File: src/sv/exlex_pkg.sv
// Shared types, constants and keyword tables of the expression language lexer.
`default_nettype none

package exlex_pkg;

	localparam int KEYWORD_MAX_LEN = 6;
	localparam int VALUE_BITS      = 32;
	localparam int POSITION_BITS   = 16;
	localparam int LEN_W           = 16;
	localparam int PFX_IDX_W       = $clog2(KEYWORD_MAX_LEN);

	localparam int FIFO_IDX_W = 3;
	localparam int FIFO_DEPTH = 1 << FIFO_IDX_W;
	localparam int FIFO_CNT_W = FIFO_IDX_W + 1;

	localparam logic [7:0] CH_NEWLINE    = 8'h0A;
	localparam logic [7:0] CH_EQUAL      = "=";
	localparam logic [7:0] CH_UNDERSCORE = "_";
	localparam logic [7:0] CH_ZERO       = "0";
	localparam logic [7:0] CH_NINE       = "9";

	typedef enum logic [1:0] {
		MODE_IDLE   = 2'd0,
		MODE_NUMBER = 2'd1,
		MODE_WORD   = 2'd2,
		MODE_EQUAL  = 2'd3
	} scan_mode_t;

	typedef enum logic [4:0] {
		KIND_NUMBER = 5'd0,
		KIND_IDENT  = 5'd1,
		KIND_IF     = 5'd2,
		KIND_ELSE   = 5'd3,
		KIND_WHILE  = 5'd4,
		KIND_DEF    = 5'd5,
		KIND_RETURN = 5'd6,
		KIND_PLUS   = 5'd7,
		KIND_MINUS  = 5'd8,
		KIND_STAR   = 5'd9,
		KIND_SLASH  = 5'd10,
		KIND_ASSIGN = 5'd11,
		KIND_EQEQ   = 5'd12,
		KIND_LESS   = 5'd13,
		KIND_GREATER = 5'd14,
		KIND_LPAREN = 5'd15,
		KIND_RPAREN = 5'd16,
		KIND_LBRACE = 5'd17,
		KIND_RBRACE = 5'd18,
		KIND_COMMA  = 5'd19,
		KIND_SEMI   = 5'd20,
		KIND_EOF    = 5'd21
	} kind_t;

	typedef struct packed {
		kind_t                    kind;
		logic [POSITION_BITS-1:0] line;
		logic [POSITION_BITS-1:0] column;
		logic [LEN_W-1:0]         length;
		logic [VALUE_BITS-1:0]    value;
		logic                     overflow;
		logic                     last;
	} token_t;

	// Up to two tokens produced by one character, always packed from t0.
	typedef struct packed {
		logic   v0;
		logic   v1;
		token_t t0;
		token_t t1;
	} push_t;

	typedef logic [7:0] prefix_t [KEYWORD_MAX_LEN];

	localparam int KW_COUNT    = 5;
	localparam int KW_TEXT_LEN = 6;

	localparam logic [7:0] KW_TEXT [KW_COUNT][KW_TEXT_LEN] = '{
		'{"i", "f", 8'h00, 8'h00, 8'h00, 8'h00},
		'{"e", "l", "s", "e", 8'h00, 8'h00},
		'{"w", "h", "i", "l", "e", 8'h00},
		'{"d", "e", "f", 8'h00, 8'h00, 8'h00},
		'{"r", "e", "t", "u", "r", "n"}
	};

	localparam logic [LEN_W-1:0] KW_LEN [KW_COUNT] = '{
		16'd2, 16'd4, 16'd5, 16'd3, 16'd6
	};

	localparam kind_t KW_KIND [KW_COUNT] = '{
		KIND_IF, KIND_ELSE, KIND_WHILE, KIND_DEF, KIND_RETURN
	};

	// A word is a keyword only if its full length and every kept byte match.
	function automatic kind_t word_kind(prefix_t p, logic [LEN_W-1:0] len);
		kind_t kind;
		logic  hit;
		kind = KIND_IDENT;
		for (int k = 0; k < KW_COUNT; k++) begin
			hit = (len == KW_LEN[k]);
			for (int i = 0; i < KW_TEXT_LEN; i++) begin
				if ((LEN_W'(i) < KW_LEN[k]) && (p[i] != KW_TEXT[k][i])) begin
					hit = 1'b0;
				end
			end
			if (hit) begin
				kind = KW_KIND[k];
			end
		end
		return kind;
	endfunction

endpackage

`default_nettype wire

File: src/sv/exlex_core.sv
// Scanner state and per-character token decision of the lexer.
`default_nettype none

module exlex_core (
	input  wire                clk,
	input  wire                arst_n,
	input  wire                item_valid,
	input  wire  [7:0]         char_code,
	input  wire                end_of_input,
	output exlex_pkg::push_t   push
);

	exlex_pkg::scan_mode_t mode_q, mode_d;
	logic [exlex_pkg::LEN_W-1:0]         run_len_q, run_len_d;
	logic [exlex_pkg::VALUE_BITS-1:0]    acc_q, acc_d;
	logic                                sat_q, sat_d;
	logic [exlex_pkg::POSITION_BITS-1:0] line_q, line_d;
	logic [exlex_pkg::POSITION_BITS-1:0] col_q, col_d;
	logic [exlex_pkg::POSITION_BITS-1:0] start_col_q, start_col_d;
	exlex_pkg::prefix_t                  prefix_q;

	logic                             pfx_we;
	logic [exlex_pkg::PFX_IDX_W-1:0]  pfx_idx;

	logic is_digit, is_alpha, is_word;
	logic sym_v;
	exlex_pkg::kind_t sym_kind;

	logic [exlex_pkg::VALUE_BITS-1:0] base_acc;
	logic                             base_sat;
	logic [exlex_pkg::VALUE_BITS+3:0] prod;
	logic [exlex_pkg::VALUE_BITS-1:0] acc_new;
	logic                             sat_new;
	logic [exlex_pkg::LEN_W-1:0]      run_len_inc;

	exlex_pkg::token_t fl_tok, a_tok, b_tok;
	logic              fl_v, a_v, b_v;

	always_comb begin
		is_digit = (char_code >= exlex_pkg::CH_ZERO) && (char_code <= exlex_pkg::CH_NINE);
		is_alpha = ((char_code >= "a") && (char_code <= "z")) ||
		           ((char_code >= "A") && (char_code <= "Z"));
		is_word  = is_alpha || is_digit || (char_code == exlex_pkg::CH_UNDERSCORE);
	end

	always_comb begin
		sym_v    = 1'b1;
		sym_kind = exlex_pkg::KIND_PLUS;
		unique case (char_code)
			"+": sym_kind = exlex_pkg::KIND_PLUS;
			"-": sym_kind = exlex_pkg::KIND_MINUS;
			"*": sym_kind = exlex_pkg::KIND_STAR;
			"/": sym_kind = exlex_pkg::KIND_SLASH;
			"<": sym_kind = exlex_pkg::KIND_LESS;
			">": sym_kind = exlex_pkg::KIND_GREATER;
			"(": sym_kind = exlex_pkg::KIND_LPAREN;
			")": sym_kind = exlex_pkg::KIND_RPAREN;
			"{": sym_kind = exlex_pkg::KIND_LBRACE;
			"}": sym_kind = exlex_pkg::KIND_RBRACE;
			",": sym_kind = exlex_pkg::KIND_COMMA;
			";": sym_kind = exlex_pkg::KIND_SEMI;
			default: sym_v = 1'b0;
		endcase
	end

	// Saturating value * 10 + digit; a fresh number starts from zero.
	always_comb begin
		base_acc = (mode_q == exlex_pkg::MODE_NUMBER) ? acc_q : '0;
		base_sat = (mode_q == exlex_pkg::MODE_NUMBER) ? sat_q : 1'b0;
		prod = {base_acc, 3'b000} + {2'b00, base_acc, 1'b0} +
		       (exlex_pkg::VALUE_BITS + 4)'(char_code[3:0]);
		sat_new = base_sat || (prod[exlex_pkg::VALUE_BITS+3:exlex_pkg::VALUE_BITS] != 4'd0);
		acc_new = sat_new ? '1 : prod[exlex_pkg::VALUE_BITS-1:0];
		run_len_inc = (run_len_q != '1) ? run_len_q + 1'b1 : run_len_q;
	end

	// The token a pending run gives when it ends.
	always_comb begin
		fl_v            = (mode_q != exlex_pkg::MODE_IDLE);
		fl_tok          = '0;
		fl_tok.line     = line_q;
		fl_tok.column   = start_col_q;
		fl_tok.length   = run_len_q;
		unique case (mode_q)
			exlex_pkg::MODE_NUMBER: begin
				fl_tok.kind     = exlex_pkg::KIND_NUMBER;
				fl_tok.value    = acc_q;
				fl_tok.overflow = sat_q;
			end
			exlex_pkg::MODE_WORD: begin
				fl_tok.kind = exlex_pkg::word_kind(prefix_q, run_len_q);
			end
			exlex_pkg::MODE_EQUAL: begin
				fl_tok.kind   = exlex_pkg::KIND_ASSIGN;
				fl_tok.length = exlex_pkg::LEN_W'(1);
			end
			default: begin
				fl_tok.kind = exlex_pkg::KIND_NUMBER;
			end
		endcase
	end

	always_comb begin
		mode_d      = mode_q;
		run_len_d   = run_len_q;
		acc_d       = acc_q;
		sat_d       = sat_q;
		line_d      = line_q;
		col_d       = col_q;
		start_col_d = start_col_q;
		pfx_we      = 1'b0;
		pfx_idx     = run_len_q[exlex_pkg::PFX_IDX_W-1:0];
		a_v         = 1'b0;
		a_tok       = fl_tok;
		b_v         = 1'b0;
		b_tok        = '0;
		b_tok.line   = line_q;
		b_tok.column = col_q;
		b_tok.length = exlex_pkg::LEN_W'(1);
		b_tok.kind   = sym_kind;

		if (end_of_input) begin
			a_v          = fl_v;
			b_v          = 1'b1;
			b_tok.kind   = exlex_pkg::KIND_EOF;
			b_tok.length = '0;
			mode_d       = exlex_pkg::MODE_IDLE;
			run_len_d    = '0;
			acc_d        = '0;
			sat_d        = 1'b0;
			line_d       = exlex_pkg::POSITION_BITS'(1);
			col_d        = exlex_pkg::POSITION_BITS'(1);
			start_col_d  = exlex_pkg::POSITION_BITS'(1);
		end else begin
			if (mode_q == exlex_pkg::MODE_NUMBER && is_digit) begin
				acc_d     = acc_new;
				sat_d     = sat_new;
				run_len_d = run_len_inc;
			end else if (mode_q == exlex_pkg::MODE_WORD && is_word) begin
				pfx_we    = (run_len_q < exlex_pkg::LEN_W'(exlex_pkg::KEYWORD_MAX_LEN));
				run_len_d = run_len_inc;
			end else if (mode_q == exlex_pkg::MODE_EQUAL &&
			             char_code == exlex_pkg::CH_EQUAL) begin
				a_v          = 1'b1;
				a_tok.kind   = exlex_pkg::KIND_EQEQ;
				a_tok.length = exlex_pkg::LEN_W'(2);
				mode_d       = exlex_pkg::MODE_IDLE;
			end else begin
				a_v    = fl_v;
				mode_d = exlex_pkg::MODE_IDLE;
				if (is_digit) begin
					mode_d      = exlex_pkg::MODE_NUMBER;
					start_col_d = col_q;
					run_len_d   = exlex_pkg::LEN_W'(1);
					acc_d       = acc_new;
					sat_d       = sat_new;
				end else if (is_alpha || char_code == exlex_pkg::CH_UNDERSCORE) begin
					mode_d      = exlex_pkg::MODE_WORD;
					start_col_d = col_q;
					pfx_we      = 1'b1;
					pfx_idx     = '0;
					run_len_d   = exlex_pkg::LEN_W'(1);
				end else if (char_code == exlex_pkg::CH_EQUAL) begin
					mode_d      = exlex_pkg::MODE_EQUAL;
					start_col_d = col_q;
				end else begin
					b_v = sym_v;
				end
			end

			if (char_code == exlex_pkg::CH_NEWLINE) begin
				if (line_q != '1) begin
					line_d = line_q + 1'b1;
				end
				col_d = exlex_pkg::POSITION_BITS'(1);
			end else if (col_q != '1) begin
				col_d = col_q + 1'b1;
			end
		end
	end

	// Pack the tokens from the first slot and mark the last one of the item.
	always_comb begin
		push         = '0;
		push.v0      = item_valid && (a_v || b_v);
		push.v1      = item_valid && a_v && b_v;
		push.t0      = a_v ? a_tok : b_tok;
		push.t0.last = !(a_v && b_v);
		push.t1      = b_tok;
		push.t1.last = 1'b1;
	end

	always_ff @(posedge clk or negedge arst_n) begin
		if (!arst_n) begin
			mode_q      <= exlex_pkg::MODE_IDLE;
			run_len_q   <= '0;
			acc_q       <= '0;
			sat_q       <= 1'b0;
			line_q      <= exlex_pkg::POSITION_BITS'(1);
			col_q       <= exlex_pkg::POSITION_BITS'(1);
			start_col_q <= exlex_pkg::POSITION_BITS'(1);
		end else if (item_valid) begin
			mode_q      <= mode_d;
			run_len_q   <= run_len_d;
			acc_q       <= acc_d;
			sat_q       <= sat_d;
			line_q      <= line_d;
			col_q       <= col_d;
			start_col_q <= start_col_d;
		end
	end

	always_ff @(posedge clk) begin
		if (item_valid && !end_of_input && pfx_we) begin
			prefix_q[pfx_idx] <= char_code;
		end
	end

endmodule

`default_nettype wire

File: src/sv/exlex_fifo.sv
// Output token queue that takes up to two tokens and gives one per cycle while popped.
`default_nettype none

module exlex_fifo (
	input  wire                                clk,
	input  wire                                arst_n,
	input  exlex_pkg::push_t                   push,
	input  wire                                pop,
	output exlex_pkg::token_t                  head_tok,
	output logic                               not_empty,
	output logic [exlex_pkg::FIFO_CNT_W-1:0]   count
);

	exlex_pkg::token_t mem_q [exlex_pkg::FIFO_DEPTH];
	logic [exlex_pkg::FIFO_IDX_W-1:0] head_q, tail_q;
	logic [exlex_pkg::FIFO_CNT_W-1:0] count_q;
	logic [exlex_pkg::FIFO_IDX_W-1:0] tail_next;
	logic do_pop;

	always_comb begin
		tail_next = tail_q + 1'b1;
		not_empty = (count_q != '0);
		do_pop    = pop && not_empty;
		head_tok  = mem_q[head_q];
		count     = count_q;
	end

	always_ff @(posedge clk) begin
		if (push.v0) begin
			mem_q[tail_q] <= push.t0;
		end
		if (push.v1) begin
			mem_q[tail_next] <= push.t1;
		end
	end

	always_ff @(posedge clk or negedge arst_n) begin
		if (!arst_n) begin
			head_q  <= '0;
			tail_q  <= '0;
			count_q <= '0;
		end else begin
			tail_q  <= tail_q + exlex_pkg::FIFO_IDX_W'(push.v0) +
			           exlex_pkg::FIFO_IDX_W'(push.v1);
			head_q  <= head_q + exlex_pkg::FIFO_IDX_W'(do_pop);
			count_q <= count_q + exlex_pkg::FIFO_CNT_W'(push.v0) +
			           exlex_pkg::FIFO_CNT_W'(push.v1) - exlex_pkg::FIFO_CNT_W'(do_pop);
		end
	end

endmodule

`default_nettype wire

File: src/sv/expression_language_lexer_top.sv
// Top level of the expression language lexer: input stage, scanner and token queue.
// An accepted character is registered in the input stage and scanned there, and its
// tokens are written into the token queue in order. Throughput: one character per cycle
// while s_tready is high; the output port moves one token per cycle while m_tready is high,
// and the eight-entry token queue takes input only while at most four entries are in use.
// Reset (arst_n low, asynchronous): queue emptied, scanner idle at line 1, column 1.
`default_nettype none

module expression_language_lexer_top (
	input  wire         clk,
	input  wire         arst_n,
	input  wire         s_tvalid,
	output logic        s_tready,
	input  wire  [7:0]  s_tdata,   // [7:0] char_code
	input  wire  [0:0]  s_tuser,   // [0] end_of_input
	output logic        m_tvalid,
	input  wire         m_tready,
	output logic [87:0] m_tdata,   // [15:0] token_line, [31:16] token_column,
	                               // [47:32] token_length, [79:48] number_value,
	                               // [80] number_overflow, [87:81] zero
	output logic [4:0]  m_tuser,   // [4:0] token_kind
	output logic        m_tlast    // last_of_run
);

	logic       valid_s1;
	logic [7:0] char_s1;
	logic       eoi_s1;

	exlex_pkg::push_t                 push;
	exlex_pkg::token_t                head_tok;
	logic                             not_empty;
	logic [exlex_pkg::FIFO_CNT_W-1:0] count;

	// Room for the staged character and a new one, two tokens each.
	assign s_tready = (count <= exlex_pkg::FIFO_CNT_W'(exlex_pkg::FIFO_DEPTH - 4));

	always_ff @(posedge clk or negedge arst_n) begin
		if (!arst_n) begin
			valid_s1 <= 1'b0;
		end else begin
			valid_s1 <= s_tvalid && s_tready;
		end
	end

	always_ff @(posedge clk) begin
		if (s_tvalid && s_tready) begin
			char_s1 <= s_tdata;
			eoi_s1  <= s_tuser[0];
		end
	end

	exlex_core u_core (
		.clk          (clk),
		.arst_n       (arst_n),
		.item_valid   (valid_s1),
		.char_code    (char_s1),
		.end_of_input (eoi_s1),
		.push         (push)
	);

	exlex_fifo u_fifo (
		.clk       (clk),
		.arst_n    (arst_n),
		.push      (push),
		.pop       (m_tready),
		.head_tok  (head_tok),
		.not_empty (not_empty),
		.count     (count)
	);

	always_comb begin
		m_tvalid = not_empty;
		m_tuser  = head_tok.kind;
		m_tlast  = head_tok.last;
		m_tdata  = {7'd0, head_tok.overflow, head_tok.value, head_tok.length,
		            head_tok.column, head_tok.line};
	end

	a_queue_no_overflow: assert property (@(posedge clk) disable iff (!arst_n)
		valid_s1 |-> ((5'(count) + 5'(push.v0) + 5'(push.v1)) <= 5'(exlex_pkg::FIFO_DEPTH)))
		else $error("token queue overflow");

	a_eof_is_last: assert property (@(posedge clk) disable iff (!arst_n)
		(m_tvalid && m_tuser == exlex_pkg::KIND_EOF) |-> m_tlast)
		else $error("end-of-file token not marked last");

	a_value_only_numbers: assert property (@(posedge clk) disable iff (!arst_n)
		(m_tvalid && m_tuser != exlex_pkg::KIND_NUMBER) |->
		(m_tdata[79:48] == 32'd0 && !m_tdata[80]))
		else $error("non-number token carries a value");

	a_second_needs_first: assert property (@(posedge clk) disable iff (!arst_n)
		push.v1 |-> (push.v0 && !push.t0.last && push.t1.last))
		else $error("token pair packed wrongly");

endmodule

`default_nettype wire
File: config.mk
export PLATFORM = sky130hd
export DESIGN_NAME = expression_language_lexer_top
export DESIGN_NICKNAME = d
export VERILOG_FILES = /design/src/sv/exlex_pkg.sv /design/src/sv/exlex_core.sv /design/src/sv/exlex_fifo.sv /design/src/sv/expression_language_lexer_top.sv
export SDC_FILE = /design/constraint.sdc
export NUM_CORES = 2
export LEC_CHECK = 0
export BUFFER_PORTS_ARGS = -buffer_cell sky130_fd_sc_hd__buf_2
export CAP_MARGIN = 40
export CORE_MARGIN = 3
export CORE_UTILIZATION = 57
export CTS_CLUSTER_DIAMETER = 60
export DETAILED_ROUTE_END_ITERATION = 16
export PLACE_DENSITY = 0.76
export SETUP_SLACK_MARGIN = 0.05
export SLEW_MARGIN = 20
export SYNTH_ARGS = -nofsm -noshare
export SYNTH_HDL_FRONTEND = slang
export SYNTH_HIERARCHICAL = 1
export SYNTH_SLANG_ARGS = --single-unit
File: constraint.sdc
create_clock -name clk -period 9.3 [get_ports clk]
set_clock_uncertainty 0.15 [all_clocks]
set_input_delay 0.93 -clock clk [delete_from_list [all_inputs] [get_ports clk]]
set_output_delay 0.93 -clock clk [all_outputs]
set_load 0.01 [all_outputs]
==> impl_metrics.tcl <==
set metrics [dict create \
    dieArea_um2 84300 \
    p_int_w 0.00843 \
    max-vdd-ir-drop_uv 296 \
    critPathRequiredTime_ns 9.43 \
    status "completed" \
    cts_setup_buffers 0 \
    syn_inst 3070 \
    io_buffers 101 \
    cts.clk_slew.worst_paths_ns 0.06 \
    synth_edf_count 753 \
    finalHoldViolCount 0 \
    grt.total_usage 0.268 \
    ctsResizeCount 0 \
    crit_arrival_ns 5.55 \
    post-dp-hpwl_um 67600 \
    dieHeight_um 290 \
    rsz0062_at_grt "false" \
    grt_max_degree 154 \
    multi_input_area_um2 19400 \
    initial_core_util 0.580 \
    dpl_cell_area_um2 47600 \
    clockBufferDepth 3 \
    ys_types 95 \
    h-tree-depth 3 \
    clock.fmax_mhz 184 \
    row_count 103 \
    start_kind "register" \
    via_per_inst 6.47 \
    syn2layout_area_growth_pct 10.1 \
    cts_hold_buf 0 \
    switching_share 0.312 \
    switchingPower_w 0.00383 \
    leakagePower_nw 18.8 \
    final_common_cell "mux2_2" \
    postRouteAntennaNets 0 \
    worst_slack_ns 3.88 \
    async_reset_ff_frac 0.127 \
    die_x_um 290 \
    grt_pass1_vias 28471 \
    final_area_um2 50700 \
    power_density_nw_per_um2 242 \
    gp_congestion 0.870 \
    ys.flop_type "edfxtp_1" \
    routed_wl_um 113000 \
    crit_path_end_kind "register" \
    drive_above_1_share 0.416 \
    yosysSeqAreaShare 0.550 \
    core_area_um2 79500 \
    drv_cap 0 \
    final.setup.tns_ns 0 \
    final_cell_mix "mux2_2, edfxtp_1, mux4_2" \
    clock_latency_ns 0.65 \
    clock-sinks 863 \
    setup_violations 0 \
    ios 109 \
    cp_max_fo 38 \
    holdCritPathClass "primary input to async pin" \
    maxSlewHeadroom 0.284 \
    maxSlewViolCount 0 \
    cts_root_buffer "clkbuf_16" \
    overflow 0 \
    seqCellArea_um2 25400 \
    drt_first_pass_iters 5 \
    vias 27476 \
    routedWlPerCell_um 26.7 \
    dpl_worst_slack_ns 3.99 \
    combPwrFrac 0.295 \
    synth_seq_cells 863 \
    tightest_slew_ns 1.07 \
    final_nets 3209 \
    syn_area_um2 46100 \
    synth_warnings 6 \
    antenna_found_initial 1 \
    drc_errors 0 \
    critPathKind "register to register" \
    min_period_ns 5.42 \
    numCtsBuffers 93 \
    fin_crit_sh 0.583 \
    seq_power_share 0.404 \
    fillers 5567 \
    grt_pass1_wl_um 174000 \
    syn_avg_cell_area_um2 15.0 \
    drtIter0Drc 2349 \
    cts_tree "yes" \
    clkPwrFrac 0.300 \
]
==> per-layer routing <==
layer	GRT usage	up-vias	routed length, um
met5	0	-	0
met4	0.0879	0	3440
met3	0.0357	201	7720
met2	0.447	1047	55700
met1	0.368	14199	46500
li1	-	12029	-
==> cell usage after synthesis (11+ instances only) <==
cell | count | share of area
a21o_1 | 11 | 0.0018
a21oi_1 | 100 | 0.011
a21oi_2 | 33 | 0.0063
a22o_1 | 18 | 0.0034
a31oi_1 | 13 | 0.0018
and2_1 | 55 | 0.0075
and3_1 | 42 | 0.0057
buf_2 | 94 | 0.010
buf_4 | 99 | 0.016
clkbuf_1 | 62 | 0.0050
dfrtp_1 | 107 | 0.058
edfxtp_1 | 753 | 0.49
ha_1 | 77 | 0.021
inv_1 | 34 | 0.0028
mux2_1 | 21 | 0.0051
mux2_2 | 764 | 0.19
mux4_2 | 174 | 0.085
nand2_1 | 135 | 0.011
nand3_1 | 28 | 0.0030
nand4_1 | 18 | 0.0024
nor2_1 | 85 | 0.0069
nor3_1 | 27 | 0.0029
nor4_1 | 11 | 0.0015
o211ai_1 | 11 | 0.0018
o21ai_0 | 39 | 0.0042
o21ai_1 | 14 | 0.0015
o31ai_1 | 13 | 0.0021
or3_1 | 14 | 0.0019
xnor2_1 | 23 | 0.0044
xor2_1 | 31 | 0.0059
==> power by group through the flow <==
stage | Sequential [W] | Clock (W) | Combinational (W)
after detailed placement | 0.00503 | 0 | 0.00364
final | 0.00496 | 0.00368 | 0.00362
after global placement | 0.00508 | 0 | 0.00345
after floorplan | 0.00485 | 0 | 0.00258
after global routing | 0.00500 | 0.00390 | 0.00388
after CTS | 0.00495 | 0.00374 | 0.00367
==> through the flow <==
| step | hold WS [ns] | std cells | total power, W | utilization |
|---|---|---|---|---|
| 6_report | 0.132 | 4245 | 0.0123 | 0.638 |
| 3_3_place_gp | 0.321 | 4047 | 0.00853 | 0.593 |
| 5_1_grt | 0.160 | 4244 | 0.0128 | 0.638 |
| 3_5_place_dp | 0.330 | 4068 | 0.00867 | 0.599 |
| 2_1_floorplan | 0.313 | 3123 | 0.00743 | - |
| 4_1_cts | 0.131 | 4243 | 0.0124 | 0.638 |
==> kinds of logic (layout without fill, tap and decap cells) <==
logic type	count (synthesis)	in the layout	share of synthesized area
mux	961	961	0.277
flops	863	863	0.550
simple gates	484	484	0.0555
compound gates	315	315	0.0459
buf+inv	306	377	0.0369
fa+ha+maj	82	82	0.0231
xor+xnor	56	56	0.0110
other cells	3	57	0.000244
==> worst max-delay path: stages, from the launching register on <==
cell	delay [ns]
edfxtp_1	0.58
nor4b_2	0.73
nand2b_1	0.22
a311oi_1	0.45
o41ai_1	0.18
nand2_1	0.17
and3_1	0.33
nor3b_1	0.58
nand2_4	0.38
buf_16	0.35
o21ai_4	0.18
buf_4	0.68
==> sequential cells by signal (all words and copies together) (netlist names) <==
register	count
u_core/col_q	16
u_fifo/count	4
valid_s1	1
u_fifo/head_q	3
u_core/mode_q	2
eoi_s1	1
u_core/sat_q	1
u_core/run_len_q	16
u_fifo/mem_q	696
u_fifo/tail_q	3
u_core/line_q	16
char_s1	8
u_core/prefix_q	48
u_core/acc_q	32
u_core/start_col_q	16
==> final cells by class <==
| class | instances | share of cell area |
|---|---|---|
| Multi-Input combinational cell | 1954 | 0.383 |
| Timing Repair Buffer | 167 | 0.0284 |
| Antenna cell | 1 | 0.0000493 |
| Clock inverter | 52 | 0.0104 |
| Tap cell | 1050 | 0.0259 |
| Inverter | 35 | 0.00259 |
| Sequential cell | 863 | 0.500 |
| Clock buffer | 123 | 0.0499 |
==> path summary, 6_finish.rpt <==
check                                             startpoint                                 to  slack, ns  depth (start not counted)
setup reg to reg                        char_s1[4]$_DFFE_PP_      u_fifo/mem_q[1][61]$_DFFE_PP_       3.88                         11
hold reg to reg            u_core/start_col_q[0]$_DFFE_PN1P_  u_core/start_col_q[0]$_DFFE_PN1P_       0.34                          2
setup / recovery                        char_s1[4]$_DFFE_PP_      u_fifo/mem_q[1][61]$_DFFE_PP_       3.88                         11
min in group clk           u_core/start_col_q[0]$_DFFE_PN1P_  u_core/start_col_q[0]$_DFFE_PN1P_       0.34                          2
max in group asynchronous                             arst_n        u_core/col_q[0]$_DFFE_PN1P_       7.67                          3
hold / removal                                        arst_n         u_fifo/head_q[2]$_DFF_PN0_       0.13                          1
No activity file was read; power rests on OpenSTA's default activity.
